## src/design/qau_pkg.sv

```systemverilog
`timescale 1ns / 1ps
// ----------------------------------------------------------------------------
// qau_pkg
// Shared types, constants and term tables of the quaternion arithmetic unit.
// ----------------------------------------------------------------------------
package qau_pkg;

  localparam int FRAC_BITS = 16;

  localparam int ACC_W  = 68;
  localparam int DIV_W  = 66;
  localparam int DEN_W  = 33;
  localparam int REM_W  = 37;
  localparam int CNT7_W = 7;

  localparam int QDEPTH = 2;
  localparam int QPTR_W = $clog2(QDEPTH);
  localparam int QCNT_W = $clog2(QDEPTH + 1);

  localparam int ROOT_STEPS = DIV_W / 2;
  localparam int DIV_STEPS  = DIV_W;

  localparam logic [2:0] OP_MUL  = 3'd0;
  localparam logic [2:0] OP_CONJ = 3'd1;
  localparam logic [2:0] OP_NORM = 3'd2;
  localparam logic [2:0] OP_INV  = 3'd3;
  localparam logic [2:0] OP_ROT  = 3'd4;
  localparam logic [2:0] OP_MAT  = 3'd5;

  localparam logic [1:0] ST_OK   = 2'd0;
  localparam logic [1:0] ST_ZERO = 2'd1;
  localparam logic [1:0] ST_SAT  = 2'd2;

  localparam logic signed [ACC_W-1:0] ACC_HALF =
    {{(ACC_W-1){1'b0}}, 1'b1} << (FRAC_BITS - 1);
  localparam logic signed [ACC_W-1:0] SAT_MAX = ACC_W'(64'sd2147483647);
  localparam logic signed [ACC_W-1:0] SAT_MIN = -SAT_MAX - 1;
  localparam logic [31:0] Q_ONE = 32'd1 << FRAC_BITS;

  typedef logic [3:0][31:0] quad_t;

  typedef struct packed {
    logic [2:0] op;
    quad_t      a;
    quad_t      b;
  } item_t;

  typedef enum logic [2:0] {SRC_A, SRC_B, SRC_V, SRC_T, SRC_C} src_t;

  typedef struct packed {
    src_t       psel;
    logic [1:0] pc;
    src_t       qsel;
    logic [1:0] qc;
    logic       neg;
    logic       raw;
  } term_t;

  typedef struct packed {
    logic             start;
    logic             is_root;
    logic [DIV_W-1:0] num;
    logic [DEN_W-1:0] den;
  } dreq_t;

  typedef struct packed {
    logic             done;
    logic [DIV_W-1:0] res;
  } dresp_t;

  function automatic logic [32:0] sat32(logic signed [ACC_W-1:0] v);
    if (v > SAT_MAX) begin
      return {1'b1, 32'h7fffffff};
    end else if (v < SAT_MIN) begin
      return {1'b1, 32'h80000000};
    end
    return {1'b0, v[31:0]};
  endfunction

  function automatic logic [32:0] neg32(logic [31:0] v);
    if (v == 32'h80000000) begin
      return {1'b1, 32'h7fffffff};
    end
    return {1'b0, -v};
  endfunction

  // Hamilton product term k of component comp: {p index, q index, negate}.
  function automatic logic [4:0] ham_term(logic [1:0] comp, logic [1:0] k);
    logic [4:0] t;
    case ({comp, k})
      4'h0: t = {2'd1, 2'd2, 1'b0};
      4'h1: t = {2'd2, 2'd1, 1'b1};
      4'h2: t = {2'd0, 2'd3, 1'b0};
      4'h3: t = {2'd3, 2'd0, 1'b0};
      4'h4: t = {2'd2, 2'd0, 1'b0};
      4'h5: t = {2'd0, 2'd2, 1'b1};
      4'h6: t = {2'd1, 2'd3, 1'b0};
      4'h7: t = {2'd3, 2'd1, 1'b0};
      4'h8: t = {2'd0, 2'd1, 1'b0};
      4'h9: t = {2'd1, 2'd0, 1'b1};
      4'ha: t = {2'd2, 2'd3, 1'b0};
      4'hb: t = {2'd3, 2'd2, 1'b0};
      4'hc: t = {2'd3, 2'd3, 1'b0};
      4'hd: t = {2'd0, 2'd0, 1'b1};
      4'he: t = {2'd1, 2'd1, 1'b1};
      default: t = {2'd2, 2'd2, 1'b1};
    endcase
    return t;
  endfunction

  // Rotation matrix entry g (row major), term k. Off-diagonal products are
  // taken twice so that every entry is a sum of four rounded products.
  function automatic logic [4:0] mat_term(logic [3:0] g, logic [1:0] k);
    logic       diag;
    logic [1:0] r;
    logic [1:0] i;
    logic [1:0] j;
    logic [1:0] m;
    logic       s;
    logic [1:0] c;
    diag = 1'b0;
    r = 2'd0;
    i = 2'd0;
    j = 2'd1;
    m = 2'd2;
    s = 1'b0;
    case (g)
      4'd0: begin diag = 1'b1; r = 2'd0; end
      4'd1: begin i = 2'd0; j = 2'd1; m = 2'd2; s = 1'b0; end
      4'd2: begin i = 2'd0; j = 2'd2; m = 2'd1; s = 1'b1; end
      4'd3: begin i = 2'd0; j = 2'd1; m = 2'd2; s = 1'b1; end
      4'd4: begin diag = 1'b1; r = 2'd1; end
      4'd5: begin i = 2'd1; j = 2'd2; m = 2'd0; s = 1'b0; end
      4'd6: begin i = 2'd0; j = 2'd2; m = 2'd1; s = 1'b0; end
      4'd7: begin i = 2'd1; j = 2'd2; m = 2'd0; s = 1'b1; end
      default: begin diag = 1'b1; r = 2'd2; end
    endcase
    c = k - 2'd1;
    if (diag) begin
      if (k == 2'd0) begin
        return {2'd3, 2'd3, 1'b0};
      end
      return {c, c, (c != r)};
    end
    if (k < 2'd2) begin
      return {i, j, 1'b0};
    end
    return {2'd3, m, s};
  endfunction

  function automatic term_t qau_term(logic [2:0] op, logic [5:0] idx);
    term_t      t;
    logic [4:0] e;
    t.psel = SRC_A;
    t.qsel = SRC_B;
    t.neg  = 1'b0;
    t.raw  = 1'b0;
    t.pc   = idx[1:0];
    t.qc   = idx[1:0];
    case (op)
      OP_MUL: begin
        e = ham_term(idx[3:2], idx[1:0]);
        {t.pc, t.qc, t.neg} = e;
      end
      OP_ROT: begin
        e = ham_term(idx[3:2], idx[1:0]);
        {t.pc, t.qc, t.neg} = e;
        t.psel = idx[4] ? SRC_T : SRC_B;
        t.qsel = idx[4] ? SRC_C : SRC_V;
      end
      OP_MAT: begin
        e = mat_term(idx[5:2], idx[1:0]);
        {t.pc, t.qc, t.neg} = e;
        t.psel = SRC_B;
      end
      default: begin
        t.qsel = SRC_A;
        t.raw  = 1'b1;
      end
    endcase
    return t;
  endfunction

  function automatic logic [5:0] prog_len(logic [2:0] op);
    case (op)
      OP_MUL:  return 6'd16;
      OP_ROT:  return 6'd32;
      OP_MAT:  return 6'd36;
      default: return 6'd4;
    endcase
  endfunction

endpackage

```

## src/design/qau_divroot.sv

```systemverilog
`timescale 1ns / 1ps
// ----------------------------------------------------------------------------
// qau_divroot
// Shared iterative unit: restoring division one bit per cycle, or integer
// square root two radicand bits per cycle.
// ----------------------------------------------------------------------------
module qau_divroot (
  input  logic           clk,
  input  logic           rst_n,
  input  qau_pkg::dreq_t req,
  output qau_pkg::dresp_t resp
);
  import qau_pkg::*;

  logic              run_r;
  logic              done_r;
  logic              is_root_r;
  logic [CNT7_W-1:0] cnt_r;
  logic [REM_W-1:0]  rem_r;
  logic [DIV_W-1:0]  work_r;
  logic [DIV_W-1:0]  quo_r;
  logic [DEN_W-1:0]  den_r;
  logic [REM_W-1:0]  rem_s;
  logic [REM_W-1:0]  trial;
  logic              take;

  always_comb begin
    if (is_root_r) begin
      rem_s = {rem_r[REM_W-3:0], work_r[DIV_W-1:DIV_W-2]};
      trial = {quo_r[REM_W-3:0], 2'b01};
    end else begin
      rem_s = {rem_r[REM_W-2:0], work_r[DIV_W-1]};
      trial = REM_W'(den_r);
    end
    take = (rem_s >= trial);
  end

  assign resp.done = done_r;
  assign resp.res  = quo_r;

  always_ff @(posedge clk) begin
    if (!rst_n) begin
      run_r  <= 1'b0;
      done_r <= 1'b0;
    end else begin
      done_r <= 1'b0;
      if (req.start) begin
        run_r     <= 1'b1;
        is_root_r <= req.is_root;
        cnt_r     <= req.is_root ? CNT7_W'(ROOT_STEPS) : CNT7_W'(DIV_STEPS);
        rem_r     <= '0;
        work_r    <= req.num;
        quo_r     <= '0;
        den_r     <= req.den;
      end else if (run_r) begin
        rem_r  <= take ? rem_s - trial : rem_s;
        quo_r  <= {quo_r[DIV_W-2:0], take};
        work_r <= is_root_r ? {work_r[DIV_W-3:0], 2'b00} : {work_r[DIV_W-2:0], 1'b0};
        cnt_r  <= cnt_r - CNT7_W'(1);
        if (cnt_r == CNT7_W'(1)) begin
          run_r  <= 1'b0;
          done_r <= 1'b1;
        end
      end
    end
  end

endmodule

```

## config.mk

```make
export PLATFORM = sky130hd
export DESIGN_NAME = qau_divroot
export DESIGN_NICKNAME = d
export VERILOG_FILES = /design/src/design/qau_pkg.sv /design/src/design/qau_divroot.sv
export SDC_FILE = /design/constraint.sdc
export NUM_CORES = 1
export LEC_CHECK = 0
export BUFFER_PORTS_ARGS = -buffer_cell sky130_fd_sc_hd__buf_2
export CAP_MARGIN = 20
export CORE_MARGIN = 1.5
export CORE_UTILIZATION = 25
export DETAILED_ROUTE_END_ITERATION = 8
export GPL_TIMING_DRIVEN = 0
export HOLD_SLACK_MARGIN = 0.03
export PLACE_DENSITY = 0.48
export SETUP_SLACK_MARGIN = 0.5
export SLEW_MARGIN = 0
export SYNTH_ARGS = -nofsm -noshare
export SYNTH_HDL_FRONTEND = slang
export SYNTH_SLANG_ARGS = --single-unit
```

## constraint.sdc

```tcl
create_clock -name clk -period 8.4 [get_ports clk]
set_input_delay 1.26 -clock clk [delete_from_list [all_inputs] [get_ports clk]]
set_output_delay 1.26 -clock clk [all_outputs]
set_load 0.05 [all_outputs]
```

Word level (Yosys, flattened, before mapping):

Index checks and enable logic that the tools add are counted.

* memory bits (writable): 0
* output and inout port bits: 67
* register bits: 211
* latch bits: 0
* ROM bits: 0
* memories kept: 0

* $lt $le $gt $ge: 1
* add/sub/neg operators: 2
* $mul: 0
* bitwise operators: 2
* multiplexer cells: 15
* div/mod/pow operators: 0
* equal/unequal tests: 1
* reduce and logical (&&, ||, !) cells: 4
* shifts and indexed selects: 0

Operators with widths (number)
* $mux W66: 4
* $mux W37: 2
* $mux W36: 2
* $ge A37 B37 Y1: 1
* $sub A36 B36 Y36: 1
* $mux W7: 3
* $eq A7 B1 Y1 const B: 1
* $sub A7 B1 Y7 const B: 1
* $mux W1: 4
* $reduce_and A2 Y1: 2
* $reduce_or A3 Y1: 1
* $not A1 Y1: 2
* $reduce_bool A2 Y1: 1

Longest topological paths before layout:

* word-level depth: 4
* depth in mapped cells: 17

Worst setup path before layout:

No wires, ideal clock.

* path type: input to register
* start point: input port req[100] (netlist name)
* end point: register cnt_r[0], enable pin
* setup time: 551 ps
* path buffers: 2
* slack: 2082 ps
* data arrival time: 5766 ps
* stages: 3
* data required time: 7849 ps
* cells stage by stage: clkbuf_1 clkbuf_1 o21a_1

* cells in the longest elaborated chain, start to end: 2

RTL lines
* start: declaration: RTL line qau_divroot.sv:10 `input qau_pkg::dreq_t req,`
* $reduce_bool A2 Y1 (no source line)
* $reduce_and A2 Y1 (no source line)
* end signal: assignment: RTL line qau_divroot.sv:50 `cnt_r <= req.is_root ? CNT7_W'(ROOT_STEPS) : CNT7_W'(DIV_STEPS);`
* end signal: assignment: RTL line qau_divroot.sv:59 `cnt_r <= cnt_r - CNT7_W'(1);`
* end: declaration: RTL line qau_divroot.sv:18 `logic [CNT7_W-1:0] cnt_r;`

Every way passes these cells.
A chain may end at the register's enable or synchronous reset.

Final worst setup path:

* start point: register is_root_r
* end point: register rem_r[34] (data pin)

* cells in the longest elaborated chain, start to end: 4

RTL lines
* start: declaration: RTL line qau_divroot.sv:17 `logic is_root_r;`
* start signal: assignment: RTL line qau_divroot.sv:49 `is_root_r <= req.is_root;`
* $mux W37: RTL line qau_divroot.sv:28 `if (is_root_r) begin`
* $sub A36 B36 Y36 or $ge A37 B37 Y1 (tied branches): RTL line qau_divroot.sv:56, qau_divroot.sv:35
* $mux W36 *: RTL line qau_divroot.sv:56 `rem_r <= take ? rem_s - trial : rem_s;`
* $mux W36 *: RTL line qau_divroot.sv:55 `end else if (run_r) begin`
* end signal: assignment: RTL line qau_divroot.sv:56
* end: declaration: RTL line qau_divroot.sv:19 `logic [REM_W-1:0] rem_r;`

Mark *: on every way between the ends. The rest lies on a longest branch, timed or not. The select of a mux whose other input is x is not followed.

==> flow_summary.yaml <==
worst_setup_path:
  slowest_delay_ps: 790
  crit_family: "buffers and inverters"
  path_cells: "clkbuf_1, clkbuf_1, clkbuf_1, buf_1, or2_2, ha_1, inv_1, fa_1, a211oi_1, o21ai_0, or3b_4, nand3_1, a311oi_1, o41ai_1, or3_1, o2111a_1"
  crit_path_top_delay_cell: "clkbuf_1"
  worst-path-buf-inv: 5
  crit_arrival_ps: 6010
  endpoint_kind: "register"
  critPathMaxFanout: 10
  worstPathRequired_ps: 8730
  criticalPathCategory: "reg2reg"
  startpoint_type: "register"
  path_common_cell: "clkbuf_1"
power:
  cellPowerDensity_nw_per_um2: 233
  vdd_drop_max_v: 0.000157
  leakage_nw: 5.58
die:
  fp.dieW_um: 219
  pin_count: 170
  dieHeight_um: 219
  core_um2: 46400
  initial_utilization: 0.252
  row_count: 79
  dieArea_um2: 48100
timing:
  finalCriticalPeriod_ps: 5680
  hold_viol: 0
  setup_viol: 0
  max_freq_mhz: 176
  setup_ws_ps: 2720
  fin_worst_skew_ps: 19.4
  slew_violations: 0
  post-route-period-util: 0.676
  rsz0062_at_grt: "false"
  tightest_slew_ps: 1040
  slew_headroom: 0.307
placed_design:
  io_buffers: 168
  place_congestion: 0.794
  placedCellCount: 1775
  place_ws_ps: 2540
  hpwl_mm: 23.1
detailed_routing:
  drcViolationCount: 0
  vias: 8356
  wl_mm: 32.1
  drt-pass1-iter-count: 5
  ant_nets: 0
  viasPerCell: 4.58
  wl_per_cell_um: 17.6
  drt_first_iter_violations: 425
cts:
  cts_tree: "done"
  clock_path_buffers: 3
  cts-root-buf: "clkbuf_16"
  tritoncts.num_buffers: 28
  clk_pin_slew_worst_paths_ps: 70
  cts_htree_levels: 1
  cts_hold_buf: 0
  cts_resized: 0
  clkLatencyLatePin_ps: 570
  cts_setup_buffers: 0
  cts_num_sinks: 211
yosys:
  yosysSeqAreaShare: 0.540
  synth_top_area_frac: 0.537
  yosysWarnings: 0
  synth.largest_area_cell: "edfxtp_1"
  synthTopCellsByArea: "edfxtp_1 (54%), mux2i_1 (10%), ha_1 (4.2%), nor2b_1 (3.6%), mux2_2 (3.6%)"
  ys.flop_type: "edfxtp_1"
  avgSynthCellArea_um2: 11.8
  synth-edff-count: 209
  async_reset_ff_frac: 0
  synth-seq-cells: 211
  synthesis.nets: 1138
  syn-instance-count: 995
  netlist_area_um2: 11700
  yosys.cell_types.count: 62
cells_and_area:
  nNetsFinal: 1342
  antenna_cells: 0
  multiInputGateArea_um2: 5070
  area.sequential_um2: 6320
  fillers: 4767
  layout.cells.non_filler: 1826
  drive_gt1_frac: 0.226
  area_growth_pct: 22.2
grt:
  grt_max_degree: 45
  grt_pass1_vias: 8340
  grt.total_usage: 0.132
  antenna_found_initial: 4
  grt_first_pass_wirelength_mm: 49.2
  grt_overflow: 0
outcome:
  status: "completed"
run:
  maxCapViolCount: 0
hold_path:
  min_path_type: "reg2reg"
==> where the power goes <==
group	internal, W	leakage, nW	switching, W
Sequential	0.00127	2.04	0.0000408
Clock	0.000668	0.411	0.000479
Combinational	0.000349	3.14	0.000519
==> worst reg2reg max path, delay by kind of cell (launching register included) <==
family | cells | cell delay [ps]
AND/OR/NAND/NOR | 4 | 1000
AO/OA/AOI/OAI | 5 | 1270
adder cells (fa/ha/maj) | 2 | 590
flip-flops | 1 | 310
buffers and inverters | 5 | 2270
==> metal layers <==
metal  vias to the layer above  wire, µm  GRT usage
met3                        46      1450     0.0272
met4                         8       833     0.0370
met5                         -        46          0
met2                       168     14100      0.202
met1                      4030     15700      0.187
li1                       4104         -          -
==> path summary, 6_finish.rpt <==
check	start	end	slack, ps	depth (start not counted)
max	is_root_r$_DFFE_PP_	rem_r[34]$_SDFFCE_PP0P_	2720	16
min	run_r$_SDFF_PN0_	done_r$_SDFF_PP0_	460	2
max reg2reg	is_root_r$_DFFE_PP_	rem_r[34]$_SDFFCE_PP0P_	2720	16
min reg2reg	run_r$_SDFF_PN0_	done_r$_SDFF_PP0_	460	2
==> state kept, by name, summed over array words and instances (netlist names) <==
register	count
work_r	66
run_r	1
done_r	1
rem_r	36
den_r	33
cnt_r	7
is_root_r	1
quo_r	66
==> cell usage in the layout, fill, tap and decap left out, drive strengths merged, types with 37 or more instances in the layout <==
| cell type | Yosys | final |
|---|---|---|
| edfxtp | 209 | 209 |
| buf | 19 | 193 |
| mux2i | 120 | 120 |
| nand2 | 103 | 103 |
| o21ai | 86 | 86 |
| clkbuf | 38 | 71 |
| nor2b | 67 | 67 |
| nor2 | 54 | 54 |
| ha | 39 | 39 |
| mux2 | 37 | 37 |
==> logic make-up after synthesis <==
logic type	synth area share
AOI/OAI and AO/OA	0.104
xor gates and xnor gates	0.0240
adders and majority gates	0.0434
buffers and inverters	0.0269
DFF	0.540
muxes	0.138
and+or+nand+nor	0.123
==> cell type report <==
class                      count  area share
clock inverter                17      0.0101
multi-input combinational    715       0.355
timing repair buffer         174      0.0674
inverter                      12     0.00315
buffer                        57      0.0188
clock buffer                  33      0.0504
sequential                   211       0.442
tap                          607      0.0532
==> per-stage QoR <==
| step | power (W) | TNS [ps] | utilization | hold slack (ps) | cell area, µm² |
|---|---|---|---|---|---|
| floorplan | 0.00198 | 0 | - | 415 | 11700 |
| global placement | 0.00221 | -176150 | 0.287 | 423 | 13300 |
| detailed placement | 0.00220 | 0 | 0.289 | 442 | 13400 |
| CTS | 0.00338 | 0 | 0.308 | 453 | 14300 |
| global route | 0.00351 | 0 | 0.308 | 508 | 14300 |
| finish | 0.00333 | 0 | 0.308 | 455 | 14300 |
==> synth_stat cells (4+ instances only) <==
cell       instances
a211oi_1           7
a21o_1            14
a21oi_1           36
and2_1             7
buf_1              5
buf_2              7
buf_6              5
clkbuf_1          37
edfxtp_1         209
ha_1              39
inv_1             11
mux2_2            37
mux2i_1          120
nand2_1          103
nand2b_1           6
nand3_1           18
nand4_1            7
nor2_1            54
nor2b_1           67
nor3_1             8
o21a_1             6
o21ai_0           83
o2bb2ai_1          4
or3_1              5
xnor2_1           23
xor2_1             9
(Power assumes the default switching activity.)
