[src/design/qau_pkg.sv]
`timescale 1ns / 1ps
// ----------------------------------------------------------------------------
// qau_pkg
// Shared types, constants and term tables of the quaternion arithmetic unit.
// ----------------------------------------------------------------------------
package qau_pkg;

  localparam int FRAC_BITS = 16;

  localparam int ACC_W  = 68;
  localparam int DIV_W  = 66;
  localparam int DEN_W  = 33;
  localparam int REM_W  = 37;
  localparam int CNT7_W = 7;

  localparam int QDEPTH = 2;
  localparam int QPTR_W = $clog2(QDEPTH);
  localparam int QCNT_W = $clog2(QDEPTH + 1);

  localparam int ROOT_STEPS = DIV_W / 2;
  localparam int DIV_STEPS  = DIV_W;

  localparam logic [2:0] OP_MUL  = 3'd0;
  localparam logic [2:0] OP_CONJ = 3'd1;
  localparam logic [2:0] OP_NORM = 3'd2;
  localparam logic [2:0] OP_INV  = 3'd3;
  localparam logic [2:0] OP_ROT  = 3'd4;
  localparam logic [2:0] OP_MAT  = 3'd5;

  localparam logic [1:0] ST_OK   = 2'd0;
  localparam logic [1:0] ST_ZERO = 2'd1;
  localparam logic [1:0] ST_SAT  = 2'd2;

  localparam logic signed [ACC_W-1:0] ACC_HALF =
    {{(ACC_W-1){1'b0}}, 1'b1} << (FRAC_BITS - 1);
  localparam logic signed [ACC_W-1:0] SAT_MAX = ACC_W'(64'sd2147483647);
  localparam logic signed [ACC_W-1:0] SAT_MIN = -SAT_MAX - 1;
  localparam logic [31:0] Q_ONE = 32'd1 << FRAC_BITS;

  typedef logic [3:0][31:0] quad_t;

  typedef struct packed {
    logic [2:0] op;
    quad_t      a;
    quad_t      b;
  } item_t;

  typedef enum logic [2:0] {SRC_A, SRC_B, SRC_V, SRC_T, SRC_C} src_t;

  typedef struct packed {
    src_t       psel;
    logic [1:0] pc;
    src_t       qsel;
    logic [1:0] qc;
    logic       neg;
    logic       raw;
  } term_t;

  typedef struct packed {
    logic             start;
    logic             is_root;
    logic [DIV_W-1:0] num;
    logic [DEN_W-1:0] den;
  } dreq_t;

  typedef struct packed {
    logic             done;
    logic [DIV_W-1:0] res;
  } dresp_t;

  function automatic logic [32:0] sat32(logic signed [ACC_W-1:0] v);
    if (v > SAT_MAX) begin
      return {1'b1, 32'h7fffffff};
    end else if (v < SAT_MIN) begin
      return {1'b1, 32'h80000000};
    end
    return {1'b0, v[31:0]};
  endfunction

  function automatic logic [32:0] neg32(logic [31:0] v);
    if (v == 32'h80000000) begin
      return {1'b1, 32'h7fffffff};
    end
    return {1'b0, -v};
  endfunction

  // Hamilton product term k of component comp: {p index, q index, negate}.
  function automatic logic [4:0] ham_term(logic [1:0] comp, logic [1:0] k);
    logic [4:0] t;
    case ({comp, k})
      4'h0: t = {2'd1, 2'd2, 1'b0};
      4'h1: t = {2'd2, 2'd1, 1'b1};
      4'h2: t = {2'd0, 2'd3, 1'b0};
      4'h3: t = {2'd3, 2'd0, 1'b0};
      4'h4: t = {2'd2, 2'd0, 1'b0};
      4'h5: t = {2'd0, 2'd2, 1'b1};
      4'h6: t = {2'd1, 2'd3, 1'b0};
      4'h7: t = {2'd3, 2'd1, 1'b0};
      4'h8: t = {2'd0, 2'd1, 1'b0};
      4'h9: t = {2'd1, 2'd0, 1'b1};
      4'ha: t = {2'd2, 2'd3, 1'b0};
      4'hb: t = {2'd3, 2'd2, 1'b0};
      4'hc: t = {2'd3, 2'd3, 1'b0};
      4'hd: t = {2'd0, 2'd0, 1'b1};
      4'he: t = {2'd1, 2'd1, 1'b1};
      default: t = {2'd2, 2'd2, 1'b1};
    endcase
    return t;
  endfunction

  // Rotation matrix entry g (row major), term k. Off-diagonal products are
  // taken twice so that every entry is a sum of four rounded products.
  function automatic logic [4:0] mat_term(logic [3:0] g, logic [1:0] k);
    logic       diag;
    logic [1:0] r;
    logic [1:0] i;
    logic [1:0] j;
    logic [1:0] m;
    logic       s;
    logic [1:0] c;
    diag = 1'b0;
    r = 2'd0;
    i = 2'd0;
    j = 2'd1;
    m = 2'd2;
    s = 1'b0;
    case (g)
      4'd0: begin diag = 1'b1; r = 2'd0; end
      4'd1: begin i = 2'd0; j = 2'd1; m = 2'd2; s = 1'b0; end
      4'd2: begin i = 2'd0; j = 2'd2; m = 2'd1; s = 1'b1; end
      4'd3: begin i = 2'd0; j = 2'd1; m = 2'd2; s = 1'b1; end
      4'd4: begin diag = 1'b1; r = 2'd1; end
      4'd5: begin i = 2'd1; j = 2'd2; m = 2'd0; s = 1'b0; end
      4'd6: begin i = 2'd0; j = 2'd2; m = 2'd1; s = 1'b0; end
      4'd7: begin i = 2'd1; j = 2'd2; m = 2'd0; s = 1'b1; end
      default: begin diag = 1'b1; r = 2'd2; end
    endcase
    c = k - 2'd1;
    if (diag) begin
      if (k == 2'd0) begin
        return {2'd3, 2'd3, 1'b0};
      end
      return {c, c, (c != r)};
    end
    if (k < 2'd2) begin
      return {i, j, 1'b0};
    end
    return {2'd3, m, s};
  endfunction

  function automatic term_t qau_term(logic [2:0] op, logic [5:0] idx);
    term_t      t;
    logic [4:0] e;
    t.psel = SRC_A;
    t.qsel = SRC_B;
    t.neg  = 1'b0;
    t.raw  = 1'b0;
    t.pc   = idx[1:0];
    t.qc   = idx[1:0];
    case (op)
      OP_MUL: begin
        e = ham_term(idx[3:2], idx[1:0]);
        {t.pc, t.qc, t.neg} = e;
      end
      OP_ROT: begin
        e = ham_term(idx[3:2], idx[1:0]);
        {t.pc, t.qc, t.neg} = e;
        t.psel = idx[4] ? SRC_T : SRC_B;
        t.qsel = idx[4] ? SRC_C : SRC_V;
      end
      OP_MAT: begin
        e = mat_term(idx[5:2], idx[1:0]);
        {t.pc, t.qc, t.neg} = e;
        t.psel = SRC_B;
      end
      default: begin
        t.qsel = SRC_A;
        t.raw  = 1'b1;
      end
    endcase
    return t;
  endfunction

  function automatic logic [5:0] prog_len(logic [2:0] op);
    case (op)
      OP_MUL:  return 6'd16;
      OP_ROT:  return 6'd32;
      OP_MAT:  return 6'd36;
      default: return 6'd4;
    endcase
  endfunction

endpackage

[src/design/qau_front.sv]
`timescale 1ns / 1ps
// ----------------------------------------------------------------------------
// qau_front
// Command intake: drops unused op codes and queues the rest for the back end.
// ----------------------------------------------------------------------------
module qau_front (
  input  logic          clk,
  input  logic          rst_n,
  input  logic          start,
  output logic          busy,
  input  logic [2:0]    in_op,
  input  qau_pkg::quad_t in_a,
  input  qau_pkg::quad_t in_b,
  input  logic          pop,
  output logic          head_valid,
  output qau_pkg::item_t head
);
  import qau_pkg::*;

  item_t             mem_r [QDEPTH];
  logic [QPTR_W-1:0] wr_ptr_r;
  logic [QPTR_W-1:0] rd_ptr_r;
  logic [QCNT_W-1:0] count_r;
  logic              push;
  logic              do_pop;

  assign busy       = (count_r == QCNT_W'(QDEPTH));
  assign push       = start && !busy && (in_op <= OP_MAT);
  assign head_valid = (count_r != '0);
  assign do_pop     = pop && head_valid;
  assign head       = mem_r[rd_ptr_r];

  always_ff @(posedge clk) begin
    if (push) begin
      mem_r[wr_ptr_r] <= '{op: in_op, a: in_a, b: in_b};
    end
  end

  always_ff @(posedge clk) begin
    if (!rst_n) begin
      wr_ptr_r <= '0;
      rd_ptr_r <= '0;
      count_r  <= '0;
    end else begin
      if (push) begin
        wr_ptr_r <= wr_ptr_r + QPTR_W'(1);
      end
      if (do_pop) begin
        rd_ptr_r <= rd_ptr_r + QPTR_W'(1);
      end
      count_r <= count_r + QCNT_W'(push) - QCNT_W'(do_pop);
    end
  end

endmodule

[config.mk]
export PLATFORM = sky130hd
export DESIGN_NAME = qau_front
export DESIGN_NICKNAME = d
export VERILOG_FILES = /design/src/design/qau_pkg.sv /design/src/design/qau_front.sv
export SDC_FILE = /design/constraint.sdc
export NUM_CORES = 1
export LEC_CHECK = 0
export BUFFER_PORTS_ARGS = -buffer_cell sky130_fd_sc_hd__buf_2
export CORE_MARGIN = 2
export CORE_UTILIZATION = 40
export DETAILED_ROUTE_END_ITERATION = 12
export HOLD_SLACK_MARGIN = 0.1
export SYNTH_ARGS = -nofsm -noshare
export SYNTH_HDL_FRONTEND = slang
export SYNTH_SLANG_ARGS = --single-unit
export TNS_END_PERCENT = 50
[constraint.sdc]
create_clock -name clk -period 30.1 [get_ports clk]
set_input_delay 6.02 -clock clk [delete_from_list [all_inputs] [get_ports clk]]
set_output_delay 6.02 -clock clk [all_outputs]
set_load 0.05 [all_outputs]
# [Yosys cells after proc, flatten, opt, wreduce, memory -nomap -nowiden]
# Memory sizes are Yosys's and may differ from the RTL's. A register that Yosys moved wholly into a read port is not among the register bits.
# Cells that the tools add are included.
[word_totals] reg_bits=4 mem_bits_rw=518 inputBits=263 word_cells=19 memories=1
[classes] add_sub_neg=4 n_lt_le_gt_ge=1 n_eq_ne=1 mux=4 n_reduce_logical=5
[mem_list] memory="mem_r" depth=2 width=259 rd=1 rd_ports_with_merged_regs=1 wr=1 line_no="qau_front.sv:20" source="item_t mem_r [QDEPTH];"
[op_table] cell="$mux 1" n=4
[op_table] cell="$le 3x3->1 const B" n=1
[op_table] cell="$logic_and 1x1->1" n=3
[op_table] cell="$add 1x1->1 const B" n=2
[op_table] cell="$add 2x1->2" n=1
[op_table] cell="$eq 2x2->1 const B" n=1
[op_table] cell="$reduce_bool 2->1" n=1
[op_table] cell="$sub 2x1->2" n=1
[op_table] cell="$logic_not 1->1" n=1

# [Logic depth before layout (Yosys ltp)]
# Gate-level depths: netlist of the first run.
[logic_depth] ltp_word=6 mapped_depth=8 depth_no_buf=8

# [Worst setup path before layout of the first run]
# Ideal clock, no wire load.
[synth_timing] path_type="in2reg" from="in in_op[2]" to="mem mem_r[0][0] (netlist bit), enable pin" t_arrival_ns=16.971 t_required_ns=29.215 slack_ns=12.244 path_stages=3 n_path_buf=0 cell_sequence="nand2_1 nand3b_1 nor2_1"
[synth_between] elab_chain_cells=4
[synth_rtl] element="start, declared" line_no="qau_front.sv:11" source="input logic [2:0] in_op,"
[synth_rtl] element="$le 3x3->1" line_no="qau_front.sv:28" source="assign push = start && !busy && (in_op <= OP_MAT);"
[synth_rtl] element="$logic_and 1x1->1" line_no="qau_front.sv:28"
[synth_rtl] element="$mux 1" line_no="qau_front.sv:34" source="if (push) begin"
[synth_rtl] element="$mux 1 (implied by the code)" line_no="qau_front.sv:35" source="mem_r[wr_ptr_r] <= '{op: in_op, a: in_a, b: in_b};"
[synth_rtl] element="end, declared" line_no="qau_front.sv:20"
# No other way between the ends.

==> flow_metrics.tcl, run 1 <==
set metrics [dict create \
    outcome "complete, no violations" \
    tightest_slew_ns 1.13 \
    final_common_cell "buf_2" \
    synth_warnings 0 \
    layout_common_cells "523 x buf_2, 518 x edfxtp_1, 202 x mux2_4" \
    grt_pass1_wl_um 59500 \
    cp_data_arrival_time_ns 3.91 \
    ys_seq_area_share_pct 79.2 \
    rsz0062_at_grt "false" \
    cts.sinks 523 \
    grt_pass1_vias 9869 \
    fp.dieH_um 226 \
    fin_tns_setup_ns 0 \
    setup_violations 0 \
    core_area_um2 48800 \
    gr-total-overflow 0 \
    hold_viol_final 0 \
    cts_tree "done" \
    viasPerCell 4.59 \
    path_clk_slew_ns 0.06 \
    ctsHtreeMaxLevel 2 \
    yosysTopAreaCell "edfxtp_1" \
    wire_per_inst_um 20.1 \
    dr.pass1.iters 4 \
    report.final.slew_viol_count 0 \
    end_kind "primary output" \
    drt_iter0_markers 602 \
    synthesis.area_um2 19800 \
    post-route-util_pct 51.0 \
    power.leakage_nw 9.58 \
    initial_utilization_pct 40.5 \
    dp_hpwl_um 29300 \
    seq_area_um2 15700 \
    grt.total_usage_pct 15.7 \
    drt_wl_total_um 42300 \
    holdWs_ns 0.531 \
    post_cts_buffers 0 \
    slew-limit-headroom_pct 24.8 \
    grt_antenna_before_repair 14 \
    cp_max_fo 54 \
    num_vias 9698 \
    synth_nets 1097 \
    total_power_mw 2.40 \
    ys_top_cells_by_area "edfxtp_1 79%, mux2_4 15%, mux2_2 3.2%, buf_6 1.4%, dfxtp_1 0.51%" \
    grt_max_degree 77 \
    synth.top_cell.area_share_pct 78.7 \
    r2r_slack_ns 26.34 \
    routabilityCongestion 0.793 \
    required_ns 24.08 \
    cts_inserted_buffers 54 \
    ios 524 \
    nNetsFinal 1659 \
    ys_seq_elements 523 \
    clock.fmax_mhz 101 \
    cts_hold_buf 0 \
    fp-row-count 81 \
    cap_violations 0 \
    power_density_nw_per_um2 96.4 \
    io_buffer_count 523 \
    nFillCells 4047 \
    area_growth_pct 25.9 \
    finalClockSkew_ns 0.0134 \
    cts_max_path_buffers 3 \
    drive_above_1_share_pct 61.1 \
    fin_crit_ns 9.93 \
    hold_path.class "flop to flop" \
    cp-start-kind "flop" \
    syn_avg_cell_area_um2 23.8 \
    cts-root-buf "clkbuf_16" \
    synthCells 832 \
    ctsResizeCount 0 \
    route.detailed.drc 0 \
    ys_types 17 \
    insertion_delay_ns 0.57 \
    multiInputGateArea_um2 3820 \
    ant_nets 0 \
    die_area_um2 51200 \
    crit_type "flop to primary output" \
    ir_worst_vdd_mv 0.0626 \
    fin_crit_sh_pct 33.0 \
    fp.dieW_um 226 \
]
-- critical path, cell delays in order, from the launching register on --
cell,delay [ns]
dfxtp_4,0.87
buf_4,0.88
buf_4,0.80
mux2_4,0.36
buf_2,0.21
-- worst paths after layout --
path,startpoint,to,depth (start not counted)
max,flop,head[53],4
min,wr_ptr_r,wr_ptr_r,2
max reg2reg,count_r[1],mem_r[0][155],5
min reg2reg,wr_ptr_r,wr_ptr_r,2
-- flip-flops by register name, summed over array words and instances (netlist names), named ones only --
signal	count
count_r	2
wr_ptr_r	1
mem_r	518
rd_ptr_r	1
-- stage by stage --
| stage | setup slack, ns | std cells | cell area, um2 |
|---|---|---|---|
| after global routing | 19.91 | 2108 | 24900 |
| after floorplan | 12.24 | 832 | 19800 |
| after global placement | 20.66 | 2002 | 23000 |
| after detailed placement | 20.67 | 2002 | 23000 |
| final | 20.17 | 2111 | 24900 |
| after CTS | 20.02 | 2101 | 24900 |
-- cell families after synthesis --
| logic type | synth area share, % |
|---|---|
| DFF | 79.2 |
| adders and majority gates | 0.127 |
| and+or+nand+nor | 0.323 |
| AOI/OAI and AO/OA | 0.0380 |
| muxes | 18.6 |
| buffers and inverters | 1.56 |
| xor gates and xnor gates | 0.133 |
-- per-layer routing --
layer	up-vias	track usage, %	part of all wire [%]
met3	76	6.18	9.2
li1	4462	-	-
met4	14	5.54	2.2
met1	4795	18.2	38
met2	351	26.6	50
met5	-	0	0.18
-- power breakdown --
group          switching [mW]  internal (mW)  total (mW)
logic                   0.548          0.244       0.792
clock network           0.264          0.421       0.685
registers              0.0285          0.894       0.923
total                   0.840           1.56        2.40
-- cell usage after synthesis --
| cell | n |
|---|---|
| nand2_1 | 3 |
| nor2b_1 | 3 |
| buf_6 | 25 |
| mux2_2 | 57 |
| nand3b_1 | 1 |
| xnor2_1 | 3 |
| o21a_1 | 1 |
| ha_1 | 2 |
| nor2_1 | 2 |
| mux2_4 | 202 |
| and2_1 | 2 |
| dfxtp_1 | 5 |
| buf_2 | 4 |
| inv_1 | 2 |
| edfxtp_1 | 518 |
| mux2i_1 | 1 |
| or2_2 | 1 |
-- final cells by class --
| class | count | area share [%] |
|---|---|---|
| Inverter | 2 | 0.0302 |
| Antenna cell | 10 | 0.101 |
| Timing Repair Buffer | 535 | 10.9 |
| Multi-Input combinational cell | 278 | 15.4 |
| Tap cell | 664 | 3.34 |
| Clock buffer | 67 | 5.88 |
| Sequential cell | 523 | 62.9 |
| Clock inverter | 32 | 1.54 |
(Power assumes the default switching activity.)
==> inputs of run 2 (changes only) <==
- PLACE_DENSITY: not set -> 0.66
- clock period: 30.1 -> 8.02 ns (I/O delays scaled with it)
==> run 2 against run 1 <==
Net effect:
- hold slack worse by 0.021 ns
- critical endpoint is now head[164]
- largest power group unchanged
- power rose to 3.6 times the previous value
- flip-flop and latch count did not move
- setup slack worse by 17 ns
==> flow_metrics.tcl, run 2 (synthesis results as in run 1) <==
set metrics [dict create \
    outcome "complete, no violations" \
    fin_crit_ns 4.37 \
    report.final.slew_viol_count 0 \
    setup_violations 0 \
    grt.total_usage_pct 14.6 \
    insertion_delay_ns 0.57 \
    rr_startpoint "count_r[1]" \
    r2r-end "mem_r[1][212]" \
    drt_wl_total_um 39700 \
    grt_pass1_wl_um 56500 \
    min_path_cells 2 \
    cp_max_fo 128 \
    r2r_slack_ns 4.97 \
    power.leakage_nw 9.44 \
    dr.pass1.iters 4 \
    holdWs_ns 0.511 \
    cts_hold_buf 0 \
    cap_violations 0 \
    routabilityCongestion 0.740 \
    cts_max_path_buffers 3 \
    cts_tree "done" \
    crit_type "flop to primary output" \
    wire_per_inst_um 18.9 \
    hold_path.class "flop to flop" \
    fp.dieW_um 226 \
    final_common_cell "buf_2" \
    gr-total-overflow 0 \
    route.detailed.drc 0 \
    hold-path-endpoint "wr_ptr_r" \
    largest_reg_flops 518 \
    ctsResizeCount 0 \
    power_density_nw_per_um2 352 \
    path_clk_slew_ns 0.06 \
    reg2reg_depth 5 \
    dp_cells 1997 \
    die_area_um2 51200 \
    tightest_slew_ns 1.23 \
    fin_crit_sh_pct 54.5 \
    layout_common_cells "523 x buf_2, 518 x edfxtp_1, 202 x mux2_4" \
    viasPerCell 4.58 \
    post_cts_buffers 0 \
    dp_hpwl_um 26100 \
    num_vias 9625 \
    finalClockSkew_ns 0.0154 \
    initial_utilization_pct 40.5 \
    rsz0062_at_grt "false" \
    top_register "mem_r" \
    cts-root-buf "clkbuf_16" \
    core_area_um2 48800 \
    clock.fmax_mhz 229 \
    hold_viol_final 0 \
    final_cells 2103 \
    grt_max_degree 132 \
    fin_tns_setup_ns 0 \
    fp-row-count 81 \
    cp_data_arrival_time_ns 2.77 \
    cp-start-kind "flop" \
    cts_inserted_buffers 52 \
    end_kind "primary output" \
    drive_above_1_share_pct 60.3 \
    grt_antenna_before_repair 18 \
    nNetsFinal 1652 \
    required_ns 6.42 \
    ir_worst_vdd_mv 0.324 \
    reg_top3 "mem_r: 518 flops, count_r: 2 flops" \
    ctsHtreeMaxLevel 2 \
    ios 524 \
    area_growth_pct 24.7 \
    hp-start "wr_ptr_r" \
    fp.dieH_um 226 \
    ant_nets 0 \
    io_buffer_count 523 \
    grt_pass1_vias 9824 \
    slew-limit-headroom_pct 18.2 \
    drt_iter0_markers 471 \
    cts.sinks 523 \
]
-- run 2: routing by layer --
metal | global-route usage [%] | up-vias | wire length [um]
met5 | 0 | - | 113
met4 | 4.97 | 16 | 1000
met1 | 16.4 | 4742 | 15000
met2 | 24.7 | 340 | 19800
li1 | - | 4451 | -
met3 | 6.51 | 76 | 3780
-- run 2: worst max-delay path: stages, from the launching register on --
cell and delay [ns]:
dfxtp_4 0.66, buf_12 0.51, mux2_4 0.33, buf_2 0.26
-- run 2: worst max-delay path by stage --
stage,from,end,slack [ns],cells past startpoint
final,flop,head[164],3.65,3
after global routing,flop,head[211],3.56,3
after CTS,flop,head[22],3.63,3
after detailed placement,in_op[2],mem_r[1][67],3.68,6
after global placement,in_op[2],mem_r[1][60],3.72,6
after floorplan,in_op[2],mem_r[0][0],-1.05,3
-- run 2: where the power goes --
part	switching, mW	leakage (nW)	internal, mW	total, mW
Sequential	0.0858	4.84	3.35	3.44
Combinational	2.07	3.83	0.930	3.00
Clock	0.954	0.773	1.29	2.24
-- run 2: final cells by class --
class	count	area (um2)
Fill cell	4066	24200
Sequential cell	523	15700
Multi-Input combinational cell	278	3820
Timing Repair Buffer	530	2730
Clock buffer	72	1450
Tap cell	664	831
Clock inverter	22	130
Antenna cell	12	30.0
Inverter	2	7.51
-- run 2: stage by stage --
stage          setup slack (ns)  cell area, um2  total power, mW  util [%]
2_1_floorplan             -1.05           19800             6.01         -
3_3_place_gp               3.72           23100             6.50      47.2
3_5_place_dp               3.68           23100             6.52      47.2
4_1_cts                    3.63           24600             8.78      50.4
5_1_grt                    3.56           24600             9.00      50.5
6_report                   3.65           24700             8.68      50.5
